<file path="src/hw/rtl/c0sc_pkg.sv">
package c0sc_pkg;

    // Major opcode (fmt) field, bits 25:21
    localparam logic [4:0] FMT_MFC0 = 5'b00000;
    localparam logic [4:0] FMT_MTC0 = 5'b00100;
    localparam logic [4:0] FMT_BC0  = 5'b01000;
    localparam logic [4:0] FMT_TLB  = 5'b10000;

    // Function field of the TLB/CO group, bits 5:0
    localparam logic [5:0] FN_TLBR  = 6'b000001;
    localparam logic [5:0] FN_TLBWI = 6'b000010;
    localparam logic [5:0] FN_TLBWR = 6'b000110;
    localparam logic [5:0] FN_TLBP  = 6'b001000;
    localparam logic [5:0] FN_ERET  = 6'b011000;
    localparam logic [5:0] FN_EI    = 6'b111000;
    localparam logic [5:0] FN_DI    = 6'b111001;

    // COP0 register numbers
    localparam logic [4:0] R_INDEX    = 5'd0;
    localparam logic [4:0] R_ENTRYLO0 = 5'd2;
    localparam logic [4:0] R_ENTRYLO1 = 5'd3;
    localparam logic [4:0] R_PAGEMASK = 5'd5;
    localparam logic [4:0] R_ENTRYHI  = 5'd10;
    localparam logic [4:0] R_STATUS   = 5'd12;
    localparam logic [4:0] R_EPC      = 5'd14;
    localparam logic [4:0] R_ERROREPC = 5'd30;

    // Status register bit positions
    localparam int ST_EXL    = 1;
    localparam int ST_ERL    = 2;
    localparam int ST_KSU_LO = 3;
    localparam int ST_KSU_HI = 4;
    localparam int ST_EIE    = 16;
    localparam int ST_EDI    = 17;

    // TLB half-entry widths
    localparam int TLB_EVEN_W = 59;
    localparam int TLB_ODD_W  = 62;

    typedef enum logic [1:0] {
        STAT_DONE    = 2'd0,
        STAT_UNIMPL  = 2'd1,
        STAT_INVALID = 2'd2
    } t_status;

    // Decoded operation for one instruction
    typedef struct packed {
        logic    mfc0;
        logic    mtc0;
        logic    tlbwi;
        logic    eret;
        logic    eie_set;
        logic    eie_clr;
        t_status status;
    } t_dec;

endpackage

</file>
<file path="src/hw/rtl/cop0_system_control_execute.sv">
// COP0 execute block: one instruction per transfer, one result per instruction.
// Each instruction passes through the input register, then the result register,
// before its result is offered on o_valid.
// Throughput: one instruction per cycle, limited only by output backpressure.
// Reset clears the 32 COP0 registers and both valid flags; TLB contents are not reset.
module cop0_system_control_execute #(
    parameter int TLB_ENTRIES = 48
) (
    input  logic        i_clk,
    input  logic        i_rst_n,
    input  logic        i_valid,
    output logic        o_ready,
    input  logic [31:0] i_instr,
    input  logic [31:0] i_rt_value,
    output logic        o_valid,
    input  logic        i_ready,
    output logic        o_gpr_write,
    output logic [4:0]  o_gpr_index,
    output logic [31:0] o_gpr_data,
    output logic        o_pc_write,
    output logic [31:0] o_new_pc,
    output logic [1:0]  o_status_code
);

    localparam int TLB_AW = (TLB_ENTRIES > 1) ? $clog2(TLB_ENTRIES) : 1;

    // input stage
    logic        r_in_valid;
    logic [31:0] r_instr;
    logic [31:0] r_rt_value;

    // COP0 register file
    logic [31:0] r_cop0 [32];

    // result stage
    logic        r_out_valid;
    logic        r_gpr_write;
    logic [4:0]  r_gpr_index;
    logic [31:0] r_gpr_data;
    logic        r_pc_write;
    logic [31:0] r_new_pc;
    logic [1:0]  r_status_code;

    logic             advance;
    c0sc_pkg::t_dec   dec;
    logic [4:0]       rt;
    logic [4:0]       rd;
    logic [31:0]      status;
    logic             erl;
    logic             wr_en;
    logic [4:0]       wr_addr;
    logic [31:0]      wr_data;
    logic [5:0]       tlb_idx;
    logic             tlb_we;
    logic [TLB_AW-1:0] tlb_addr;
    logic [c0sc_pkg::TLB_EVEN_W-1:0] tlb_even;
    logic [c0sc_pkg::TLB_ODD_W-1:0]  tlb_odd;
    logic [31:0]      lo0;
    logic [31:0]      lo1;
    logic [31:0]      hi;

    // stage moves when result register is free or being drained
    assign advance = r_in_valid && (!r_out_valid || i_ready);
    assign o_ready = !r_in_valid || advance;

    always_ff @(posedge i_clk) begin
        if (!i_rst_n) begin
            r_in_valid <= 1'b0;
        end else if (o_ready) begin
            r_in_valid <= i_valid;
        end
    end

    always_ff @(posedge i_clk) begin
        if (o_ready && i_valid) begin
            r_instr    <= i_instr;
            r_rt_value <= i_rt_value;
        end
    end

    assign rt     = r_instr[20:16];
    assign rd     = r_instr[15:11];
    assign status = r_cop0[c0sc_pkg::R_STATUS];
    assign erl    = status[c0sc_pkg::ST_ERL];

    c0sc_decode u_decode (
        .i_instr  (r_instr),
        .i_status (status),
        .o_dec    (dec)
    );

    // register file write: MTC0, or Status update by ERET/EI/DI
    always_comb begin
        wr_en   = 1'b0;
        wr_addr = rd;
        wr_data = r_rt_value;
        if (dec.mtc0) begin
            wr_en = 1'b1;
        end else if (dec.eret) begin
            wr_en   = 1'b1;
            wr_addr = c0sc_pkg::R_STATUS;
            wr_data = status;
            if (erl) begin
                wr_data[c0sc_pkg::ST_ERL] = 1'b0;
            end else begin
                wr_data[c0sc_pkg::ST_EXL] = 1'b0;
            end
        end else if (dec.eie_set || dec.eie_clr) begin
            wr_en   = 1'b1;
            wr_addr = c0sc_pkg::R_STATUS;
            wr_data = status;
            wr_data[c0sc_pkg::ST_EIE] = dec.eie_set;
        end
    end

    always_ff @(posedge i_clk) begin
        if (!i_rst_n) begin
            for (int i = 0; i < 32; i++) begin
                r_cop0[i] <= '0;
            end
        end else if (advance && wr_en) begin
            r_cop0[wr_addr] <= wr_data;
        end
    end

    // TLBWI: pack EntryLo0/1, EntryHi, PageMask; out-of-range index is dropped
    assign lo0     = r_cop0[c0sc_pkg::R_ENTRYLO0];
    assign lo1     = r_cop0[c0sc_pkg::R_ENTRYLO1];
    assign hi      = r_cop0[c0sc_pkg::R_ENTRYHI];
    assign tlb_idx = r_cop0[c0sc_pkg::R_INDEX][5:0];
    assign tlb_we  = advance && dec.tlbwi && ({1'b0, tlb_idx} < 7'(TLB_ENTRIES));
    assign tlb_addr = TLB_AW'(tlb_idx);

    // even: global, vpn2, asid, scratchpad, pfn, cache, dirty, valid
    assign tlb_even = {lo0[0] & lo1[0], hi[31:13], hi[7:0], lo0[31:1]};
    // odd: page mask, pfn, cache, dirty, valid
    assign tlb_odd  = {r_cop0[c0sc_pkg::R_PAGEMASK], lo1[30:1]};

    c0sc_ram #(
        .WIDTH (c0sc_pkg::TLB_EVEN_W),
        .DEPTH (TLB_ENTRIES)
    ) u_tlb_even (
        .i_clk     (i_clk),
        .i_wr_en   (tlb_we),
        .i_wr_addr (tlb_addr),
        .i_wr_data (tlb_even),
        .i_rd_addr (tlb_addr),
        .o_rd_data ()
    );

    c0sc_ram #(
        .WIDTH (c0sc_pkg::TLB_ODD_W),
        .DEPTH (TLB_ENTRIES)
    ) u_tlb_odd (
        .i_clk     (i_clk),
        .i_wr_en   (tlb_we),
        .i_wr_addr (tlb_addr),
        .i_wr_data (tlb_odd),
        .i_rd_addr (tlb_addr),
        .o_rd_data ()
    );

    // result register
    always_ff @(posedge i_clk) begin
        if (!i_rst_n) begin
            r_out_valid <= 1'b0;
        end else if (advance) begin
            r_out_valid <= 1'b1;
        end else if (i_ready) begin
            r_out_valid <= 1'b0;
        end
    end

    always_ff @(posedge i_clk) begin
        if (advance) begin
            r_gpr_write   <= dec.mfc0;
            r_gpr_index   <= dec.mfc0 ? rt : 5'd0;
            r_gpr_data    <= dec.mfc0 ? r_cop0[rd] : 32'd0;
            r_pc_write    <= dec.eret;
            r_new_pc      <= !dec.eret ? 32'd0
                           : (erl ? r_cop0[c0sc_pkg::R_ERROREPC]
                                  : r_cop0[c0sc_pkg::R_EPC]);
            r_status_code <= dec.status;
        end
    end

    assign o_valid       = r_out_valid;
    assign o_gpr_write   = r_gpr_write;
    assign o_gpr_index   = r_gpr_index;
    assign o_gpr_data    = r_gpr_data;
    assign o_pc_write    = r_pc_write;
    assign o_new_pc      = r_new_pc;
    assign o_status_code = r_status_code;

    // a result never both writes a GPR and redirects the PC
    a_gpr_pc_excl: assert property (@(posedge i_clk) disable iff (!i_rst_n)
        o_valid |-> !(o_gpr_write && o_pc_write))
        else $error("gpr write and pc write in one result");

    // a failing status carries no side outputs
    a_fail_quiet: assert property (@(posedge i_clk) disable iff (!i_rst_n)
        (o_valid && o_status_code != c0sc_pkg::STAT_DONE) |-> (!o_gpr_write && !o_pc_write))
        else $error("unimplemented/invalid op produced writes");

    // ERET always leaves ERL clear
    a_eret_erl: assert property (@(posedge i_clk) disable iff (!i_rst_n)
        (advance && dec.eret) |=> !r_cop0[c0sc_pkg::R_STATUS][c0sc_pkg::ST_ERL])
        else $error("ERL still set after ERET");

    // MTC0 lands in the addressed register
    a_mtc0_write: assert property (@(posedge i_clk) disable iff (!i_rst_n)
        (advance && dec.mtc0) |=> (r_cop0[$past(rd)] == $past(r_rt_value)))
        else $error("MTC0 data not written");

endmodule

</file>
<file path="src/hw/rtl/c0sc_ram.sv">
module c0sc_ram #(
    parameter int WIDTH = 32,
    parameter int DEPTH = 32,
    localparam int AW = (DEPTH > 1) ? $clog2(DEPTH) : 1
) (
    input  logic             i_clk,
    input  logic             i_wr_en,
    input  logic [AW-1:0]    i_wr_addr,
    input  logic [WIDTH-1:0] i_wr_data,
    input  logic [AW-1:0]    i_rd_addr,
    output logic [WIDTH-1:0] o_rd_data
);

    logic [WIDTH-1:0] r_mem [DEPTH];
    logic [WIDTH-1:0] r_rd_data;

    // single write port, registered read
    always_ff @(posedge i_clk) begin
        if (i_wr_en) begin
            r_mem[i_wr_addr] <= i_wr_data;
        end
        r_rd_data <= r_mem[i_rd_addr];
    end

    assign o_rd_data = r_rd_data;

endmodule

</file>
<file path="src/hw/rtl/c0sc_decode.sv">
module c0sc_decode (
    input  logic [31:0]     i_instr,
    input  logic [31:0]     i_status,
    output c0sc_pkg::t_dec  o_dec
);

    logic [4:0] fmt;
    logic [5:0] fn;
    logic       eie_ok;

    assign fmt = i_instr[25:21];
    assign fn  = i_instr[5:0];

    // EI/DI allowed in exception/error level, kernel mode, or with EDI set
    assign eie_ok = i_status[c0sc_pkg::ST_EXL] | i_status[c0sc_pkg::ST_ERL]
                  | (i_status[c0sc_pkg::ST_KSU_HI:c0sc_pkg::ST_KSU_LO] == 2'b00)
                  | i_status[c0sc_pkg::ST_EDI];

    always_comb begin
        o_dec = '0;
        o_dec.status = c0sc_pkg::STAT_DONE;
        case (fmt)
            c0sc_pkg::FMT_MFC0: o_dec.mfc0 = 1'b1;
            c0sc_pkg::FMT_MTC0: o_dec.mtc0 = 1'b1;
            c0sc_pkg::FMT_BC0:  o_dec.status = c0sc_pkg::STAT_UNIMPL;
            c0sc_pkg::FMT_TLB: begin
                case (fn)
                    c0sc_pkg::FN_TLBR, c0sc_pkg::FN_TLBWR, c0sc_pkg::FN_TLBP: begin
                        o_dec.status = c0sc_pkg::STAT_UNIMPL;
                    end
                    c0sc_pkg::FN_TLBWI: o_dec.tlbwi = 1'b1;
                    c0sc_pkg::FN_ERET:  o_dec.eret = 1'b1;
                    c0sc_pkg::FN_EI:    o_dec.eie_set = eie_ok;
                    c0sc_pkg::FN_DI:    o_dec.eie_clr = eie_ok;
                    default:            o_dec.status = c0sc_pkg::STAT_INVALID;
                endcase
            end
            default: o_dec.status = c0sc_pkg::STAT_INVALID;
        endcase
    end

endmodule

</file>
<file path="config.mk">
export PLATFORM = sky130hd
export DESIGN_NAME = cop0_system_control_execute
export DESIGN_NICKNAME = d
export VERILOG_FILES = /design/src/hw/rtl/c0sc_pkg.sv /design/src/hw/rtl/cop0_system_control_execute.sv /design/src/hw/rtl/c0sc_ram.sv /design/src/hw/rtl/c0sc_decode.sv
export SDC_FILE = /design/constraint.sdc
export NUM_CORES = 1
export LEC_CHECK = 0
export BUFFER_PORTS_ARGS = -buffer_cell sky130_fd_sc_hd__buf_2
export CORE_ASPECT_RATIO = 1.25
export CORE_MARGIN = 2
export CORE_UTILIZATION = 31
export CTS_BUF_LIST = sky130_fd_sc_hd__clkbuf_2
export CTS_CLUSTER_DIAMETER = 50
export DETAILED_ROUTE_END_ITERATION = 12
export HOLD_SLACK_MARGIN = 0.05
export PLACE_DENSITY = 0.46
export SYNTH_ARGS = -nofsm -noshare
export SYNTH_HDL_FRONTEND = slang
export SYNTH_SLANG_ARGS = --single-unit
</file>
<file path="constraint.sdc">
create_clock -name i_clk -period 5.4 [get_ports i_clk]
set_clock_uncertainty 0.2 [all_clocks]
set_input_delay 0.81 -clock i_clk [delete_from_list [all_inputs] [get_ports i_clk]]
set_output_delay 0.81 -clock i_clk [all_outputs]
set_load 0.02 [all_outputs]
</file>
Word-level counts from Yosys, hierarchy flattened
Memory sizes are Yosys's and may differ from the RTL's. A register that Yosys moved wholly into a read port is not among the register bits. Cells that the tools add are included.

Bits in registers: 101. RAM bits: 1024. Output and inout port bits: 75. Word-level logic and storage cells: 67. Memories kept: 1.

Memories: r_cop0 (depth 32, width 32, rd ports 4, clocked after Yosys merged registers in 1, wr ports 32, RTL line cop0_system_control_execute.sv:33) `logic [31:0] r_cop0 [32];`.

Equal/unequal tests: 10. Multiplexer cells: 28. Bitwise logic cells: 3. Reductions and logical operators: 16.

Operator list (count): 32-bit 2-to-1 mux (5); 32-bit OR reduction (1); 5-bit 2-to-1 mux (4); 1-bit 2-to-1 mux (16); 6-bit equality test, second input constant (2); 6-bit by 1-bit equality test with 1-bit output, second input constant (1); 6-bit by 2-bit equality test with 1-bit output, second input constant (1); 6-bit by 3-bit equality test with 1-bit output, second input constant (1); 6-bit by 4-bit equality test with 1-bit output, second input constant (1); 6-bit by 5-bit equality test with 1-bit output, second input constant (1); 2-bit one-hot mux with 3 select lines (1); 5-bit by 3-bit equality test with 1-bit output, second input constant (1); 5-bit by 4-bit equality test with 1-bit output, second input constant (1); 5-bit equality test, second input constant (1); 5-bit zero test (1); 2-bit one-hot mux with 2 select lines (1); 4-bit OR reduction (1); 1-bit logical AND (3); 1-bit zero test (3); 1-bit logical OR (3); 3-bit 2-to-1 mux (1); 1-bit OR (3); 3-bit OR reduction (1); 2-bit zero test (1); 2 further kinds (2).

Depth between registers and ports, before layout
Gate-level depths: netlist of run 1. An unclocked memory read counts as a cell.

Word-level depth: 16. Mapped depth: 9.

Hierarchy
A second synthesis of run 1 with hierarchy kept.

Cell total of the unflattened synthesis: 3254. Area, all modules: 49457.4 µm².

By module, submodules not included: cop0_system_control_execute (times used 1, cells each 3224, area each 49266.0 µm², seq. area each 34903.5 µm²); c0sc_decode (times used 1, cells each 30, area each 191.4 µm², seq. area each 0.0 µm²).

Worst setup path after synthesis of run 1
No wires, ideal clock.

Kind: in2reg. From: input port i_rst_n. To: memory r_cop0[11][0], enable pin. Setup time: 466 ps. Arrival time: 4279 ps. Data required time: 4734 ps. Path slack: 455 ps. Stages on the path: 6. Buffers on the path: 2. Cell sequence: clkbuf_1 -> nand3b_1 -> nor3_2 -> nand3_1 -> clkbuf_1 -> o21ai_0.

RTL lines: from (decl) (RTL line cop0_system_control_execute.sv:10) `input logic i_rst_n,`; to (decl) (RTL line cop0_system_control_execute.sv:33).

==> results.json, run 1 <==
{
  "status": "finished, final reports clean",
  "hpwl_mm": 104.2,
  "vdd_drop_max_mv": 0.2356,
  "io_pins": 143,
  "fill_cells": 15700,
  "dpl.cell_count": 5430,
  "clk_path_buf_depth": 4,
  "wl_per_cell_um": 27.87,
  "fin_crit_sh": 0.7663,
  "synth_flop_cell": "edfxtp_1",
  "clock_latency_ns": 1.78,
  "die_w_um": 365.1,
  "maxSlewViolCount": 0,
  "dieArea_sq_um": 166200,
  "grt_setup_unrepaired": "no",
  "ant_nets": 0,
  "crit_required_ns": 6.49,
  "syn_nets": 3343,
  "ys_seq_elements": 1152,
  "root_buffer": "clkbuf_2",
  "cts_resized": 0,
  "start_util": 0.3121,
  "synthTopCellsByArea": "edfxtp_1 68%, mux4_2 11%, nor2_1 5.8%, clkbuf_1 1.7%, and2_1 1.5%",
  "worst_path_max_delay_cell": "o21ai_4",
  "yosysMostFrequentCell": "edfxtp_1",
  "antenna_found_initial": 5,
  "synth_edf_count": 1150,
  "synth_commonest_cells": "1150 x edfxtp_1, 775 x nor2_1, 256 x mux4_2",
  "relSlewSlack": 0.1202,
  "cp_max_fo": 18,
  "holdWs_ns": 0.3469,
  "syn_area_sq_um": 50510,
  "gp_congestion": 0.7769,
  "worst_slew_pin_slew_ns": 1.320,
  "syn_to_final_growth_pct": 16.43,
  "routed.top_layer": "met4",
  "p_per_area_nw_per_um2": 309.7,
  "place_area_sq_um": 54240,
  "finalPower_mw": 18.22,
  "globalRouteOverflowTotal": 0,
  "drive_gt1_frac": 0.3159,
  "timing.final.crit_period_ns": 4.138,
  "htreeDepth": 5,
  "holdCritPathClass": "register to register",
  "synthCells": 3275,
  "die_h_um": 455.3,
  "p_leak_nw": 21.12,
  "critPathArrivalTime_ns": 5.23,
  "grt_pass1_wl_mm": 242.6,
  "grtUsageTotal": 0.2074,
  "dr_total_vias": 31460,
  "wirelength_mm": 171.7,
  "synthArstFlopShare": 0,
  "ys.warnings.count": 0,
  "hold_viol_final": 0,
  "fp-row-count": 165,
  "clock-sinks": 1152,
  "tns_ns": 0,
  "hold_buffers": 169,
  "max_freq_ghz": 0.2417,
  "cap_violations": 0,
  "ys_types": 54,
  "design_area_sq_um": 58820,
  "final_core_utilization": 0.3634,
  "final_nets": 3829,
  "cts.clk_slew.worst_paths_ns": 0.10,
  "worstPathCellList": "nor2_1, nor4_1, or3_4, nand2_1, o21ai_4, buf_4",
  "postCtsSetupRepairBufs": 0,
  "max_stage_delay_ns": 0.74,
  "firstDrtPassIters": 5,
  "vias_per_cell": 5.107,
  "grt_pass1_vias": 33100,
  "end_kind": "register",
  "wl_met3_mm": 10.40,
  "synth_seq_area_share": 0.6844,
  "synth_top_area_frac": 0.6836,
  "grt_max_degree": 80,
  "yosys.area.top_type": "edfxtp_1",
  "ff2ff_setup_slack_ns": 1.26,
  "cts_buffers": 331,
  "cp.depth": 6,
  "syn_avg_cell_area_sq_um": 15.42,
  "start_kind": "register",
  "path_class": "register to register",
  "finalSetupViolCount": 0,
  "io_buffer_count": 131,
  "route.detailed.drc": 0,
  "cts_tree": "built",
  "crit_buf_inv": 1,
  "r2r_cells": 6,
  "worstHoldPathCells": 1,
  "dr_wl_met2_mm": 83.40,
  "core_area_sq_um": 161900,
  "met1_length_mm": 73.48,
  "fin_cells": 6160,
  "cp_top_family": "simple AND/OR/NAND/NOR gates",
  "place_ws_ns": 0.9715,
  "setup_ws_ns": 1.262,
  "drt_iter0_drc": 2751
}
==> cells in the final DEF, fill, tap and decap left out, drive strengths merged, types with 44 or more instances in the layout <==
| cell | synthesis | layout |
|---|---|---|
| and2 | 121 | 121 |
| and3 | 101 | 101 |
| buf | 51 | 261 |
| clkbuf | 226 | 501 |
| clkinv | 0 | 44 |
| dlygate4sd3 | 0 | 169 |
| edfxtp | 1150 | 1150 |
| mux2 | 66 | 66 |
| mux2i | 93 | 93 |
| mux4 | 256 | 256 |
| nand2 | 69 | 69 |
| nor2 | 846 | 846 |
==> cells by family after synthesis <==
logic type	synth area share
compound gates	0.02836
xor+xnor	0.0001734
buf+inv	0.02217
flops	0.6844
mux	0.1543
simple gates	0.1106
==> report_power, final <==
| group | leakage [nW] | internal (mW) | switching (mW) |
|---|---|---|---|
| registers | 11.8 | 10.1 | 0.173 |
| logic | 7.01 | 0.545 | 0.897 |
| clock network | 2.25 | 2.70 | 3.80 |
| total | 21.1 | 13.3 | 4.87 |
==> state kept, by name, indices dropped and copies added, names as in the netlist <==
signal,flops
o_gpr_index,5
o_pc_write,1
o_gpr_data,32
r_instr,21
o_gpr_write,1
o_new_pc,32
o_valid,1
o_status_code,2
r_cop0,1024
r_in_valid,1
r_rt_value,32
==> per-layer routing <==
layer / GRT usage / up-vias
met5: 0 / -
met4: 0.06218 / 0
met3: 0.04191 / 278
met2: 0.3413 / 1150
met1: 0.2766 / 16450
li1: - / 13580
==> path summary, 6_finish.rpt <==
check              endpoint           from
max reg2reg   r_cop0[6][21]  r_cop0[12][4]
max           r_cop0[6][21]  r_cop0[12][4]
min          o_gpr_index[2]    r_instr[18]
min reg2reg  o_gpr_index[2]    r_instr[18]
==> final cells by class <==
cell class / instances / area (sq um) / area share
multi-input combinational: 1838 / 15130 / 0.2572
tap: 2171 / 2716 / 0.04618
antenna: 7 / 17.52 / 0.0002978
timing repair buffer: 430 / 3486 / 0.05927
inverter: 8 / 30.03 / 0.0005106
clock buffer: 501 / 2507 / 0.04263
clock inverter: 53 / 360.3 / 0.006127
sequential: 1152 / 34570 / 0.5878
Power figures use the tool's default switching activity.
==> run 2: changes to the inputs <==
--- a/config.mk
+++ b/config.mk
@@ -5,6 +5,7 @@
 export SDC_FILE = /design/constraint.sdc
 export NUM_CORES = 1
 export LEC_CHECK = 0
+export ABC_AREA = 1
 export BUFFER_PORTS_ARGS = -buffer_cell sky130_fd_sc_hd__buf_2
 export CORE_ASPECT_RATIO = 1.25
 export CORE_MARGIN = 2
==> constraint.sdc (replaced) <==
create_clock -name i_clk -period 4.15 [get_ports i_clk]
set_clock_uncertainty 0.2 [all_clocks]
set_input_delay 0.6225 -clock i_clk [delete_from_list [all_inputs] [get_ports i_clk]]
set_output_delay 0.6225 -clock i_clk [all_outputs]
set_load 0.02 [all_outputs]
==> results.json, run 2 <==
{
  "io_pins": 143,
  "cts.clk_slew.worst_paths_ns": 0.09,
  "clock-sinks": 1152,
  "syn_avg_cell_area_sq_um": 10.18,
  "synth_edf_count": 1150,
  "ant_nets": 0,
  "dr_total_vias": 38310,
  "ys.warnings.count": 0,
  "worst_slew_pin_slew_ns": 1.278,
  "clock_latency_ns": 1.76,
  "met1_length_mm": 72.09,
  "start_util": 0.3116,
  "crit_required_ns": 5.29,
  "wl_met3_mm": 11.48,
  "ys_types": 33,
  "cts_tree": "built",
  "root_buffer": "clkbuf_2",
  "yosysMostFrequentCell": "nor2_1",
  "multiInputGateArea_sq_um": 14540,
  "grt_max_degree": 102,
  "holdPathEnd": "o_valid",
  "max_freq_ghz": 0.2836,
  "gp_congestion": 0.8015,
  "path_class": "register to register",
  "timing.final.crit_period_ns": 3.527,
  "syn_nets": 5078,
  "hold_buffers": 168,
  "synth_flop_cell": "edfxtp_1",
  "regMostFlops": "r_cop0",
  "r2r_cells": 11,
  "htreeDepth": 5,
  "cap_violations": 0,
  "r2r_end": "r_cop0[10][23]",
  "largest_reg_flops": 1024,
  "clk_path_buf_depth": 4,
  "p_leak_nw": 23.18,
  "dr_wl_met2_mm": 82.17,
  "die_w_um": 366.8,
  "vias_per_cell": 4.940,
  "synth_commonest_cells": "1345 x nor2_1, 1150 x edfxtp_1, 1028 x nand2_1",
  "wirelength_mm": 169.6,
  "p_per_area_nw_per_um2": 395.0,
  "ys_seq_elements": 1152,
  "cts_resized": 0,
  "fin_crit_sh": 0.8498,
  "layout_common_cells": "1345 x nor2_1, 1150 x edfxtp_1, 995 x nand2_1",
  "synth_seq_area_share": 0.6778,
  "wl_per_cell_um": 21.86,
  "route.detailed.drc": 0,
  "hold_viol_final": 0,
  "syn_to_final_growth_pct": 15.18,
  "synth_top_area_frac": 0.6770,
  "end_kind": "register",
  "ff2ff_setup_slack_ns": 0.62,
  "tns_ns": 0,
  "worstHoldPathCells": 2,
  "vdd_drop_max_mv": 0.3031,
  "grtUsageTotal": 0.1990,
  "min_from": "o_valid",
  "cp_max_fo": 20,
  "hpwl_mm": 99.06,
  "register_area_sq_um": 34570,
  "dieArea_sq_um": 167800,
  "drt_iter0_drc": 3312,
  "status": "finished, final reports clean",
  "layout_commonest_cell": "nor2_1",
  "io_buffer_count": 131,
  "holdCritPathClass": "register to register",
  "antenna_found_initial": 7,
  "core_area_sq_um": 163700,
  "critPathArrivalTime_ns": 4.66,
  "postCtsSetupRepairBufs": 0,
  "grt_pass1_vias": 37730,
  "finalSetupViolCount": 0,
  "holdWs_ns": 0.3257,
  "syn_area_sq_um": 51010,
  "globalRouteOverflowTotal": 0,
  "relSlewSlack": 0.1481,
  "fp-row-count": 166,
  "start_kind": "register",
  "firstDrtPassIters": 5,
  "reg2reg_from": "r_instr[23]",
  "drive_gt1_frac": 0.1669,
  "routed.top_layer": "met5",
  "fill_cells": 16750,
  "yosys.area.top_type": "edfxtp_1",
  "grt_setup_unrepaired": "no",
  "cts_buffers": 322,
  "die_h_um": 457.5,
  "synthTopCellsByArea": "edfxtp_1 68%, nor2_1 9.9%, nand2_1 7.6%, nand3_1 4.7%, o21ai_0 2.3%",
  "maxSlewViolCount": 0,
  "synthCells": 5010,
  "synthArstFlopShare": 0,
  "grt_pass1_wl_mm": 248.7,
  "final_nets": 5444
}
run 2: cell types whose count changed after synthesis, sizes merged, moves of 101 or more:
cell | previous run | this run
nand2 | 69 | 1040
nor2 | 846 | 1361
nand3 | 9 | 487
mux4 | 256 | 0
o21ai | 17 | 264
buf | 51 | 211
and2 | 121 | 0
and3 | 101 | 0
run 2: where the power goes:
group	switching, mW	internal, mW	total, mW
sequential	0.124	13.1	13.3
clock	4.81	3.06	7.87
combinational	1.49	0.587	2.08
run 2: per-stage QoR:
stage / power, mW / instances / utilization / worst slack (ns) / area, sq um
2_1_floorplan: 14.63 / 5010 / - / 1.053 / 51010
3_3_place_gp: 15.47 / 7068 / 0.3330 / 0.7473 / 54500
6_report: 23.20 / 7755 / 0.3590 / 0.6234 / 58750
4_1_cts: 23.49 / 7749 / 0.3589 / 0.5515 / 58740
5_1_grt: 24.27 / 7753 / 0.3589 / 0.3948 / 58750
3_5_place_dp: 15.49 / 7068 / 0.3330 / 0.7112 / 54500
run 2: cell families after synthesis:
kind of cell    count (synthesis)  share of synthesized area
compound gates                470                    0.05065
flops                        1152                     0.6778
buf+inv                       470                    0.03940
simple gates                 2918                     0.2321
run 2: layout make-up:
class | instances | area share
Antenna cell | 6 | 0.0002556
Clock buffer | 481 | 0.04098
Clock inverter | 32 | 0.002534
Inverter | 35 | 0.002641
Multi-Input combinational cell | 3388 | 0.2476
Sequential cell | 1152 | 0.5885
Tap cell | 2184 | 0.04651
Timing Repair Buffer | 477 | 0.07105
run 2: critical path, stage by stage (launching register included):
cell      delay, ns
edfxtp_1       0.45
inv_2          0.08
nand3_1        0.11
nor2_4         0.20
nand2_2        0.22
buf_4          0.28
nand3_1        0.18
nand3_1        0.14
nor2_4         0.35
nand2_1        0.15
nand2_2        0.46
buf_12         0.25
run 2: layer usage:
layer | vias to the layer above | GRT usage
li1 | 17810 | -
met4 | 2 | 0.05851
met1 | 18920 | 0.2614
met2 | 1342 | 0.3299
met3 | 242 | 0.04248
met5 | - | 0
run 2: worst max-delay path by stage:
| stage | from | endpoint | cells after the start |
|---|---|---|---|
| 2_1_floorplan | i_rst_n | r_cop0[13][0] | 8 |
| 3_3_place_gp | r_instr[23] | r_cop0[10][25] | 11 |
| 3_5_place_dp | r_instr[23] | r_cop0[10][29] | 11 |
| 4_1_cts | r_instr[23] | r_cop0[21][31] | 11 |
| 5_1_grt | r_instr[23] | r_cop0[11][22] | 11 |
| 6_report | r_instr[23] | r_cop0[10][23] | 11 |
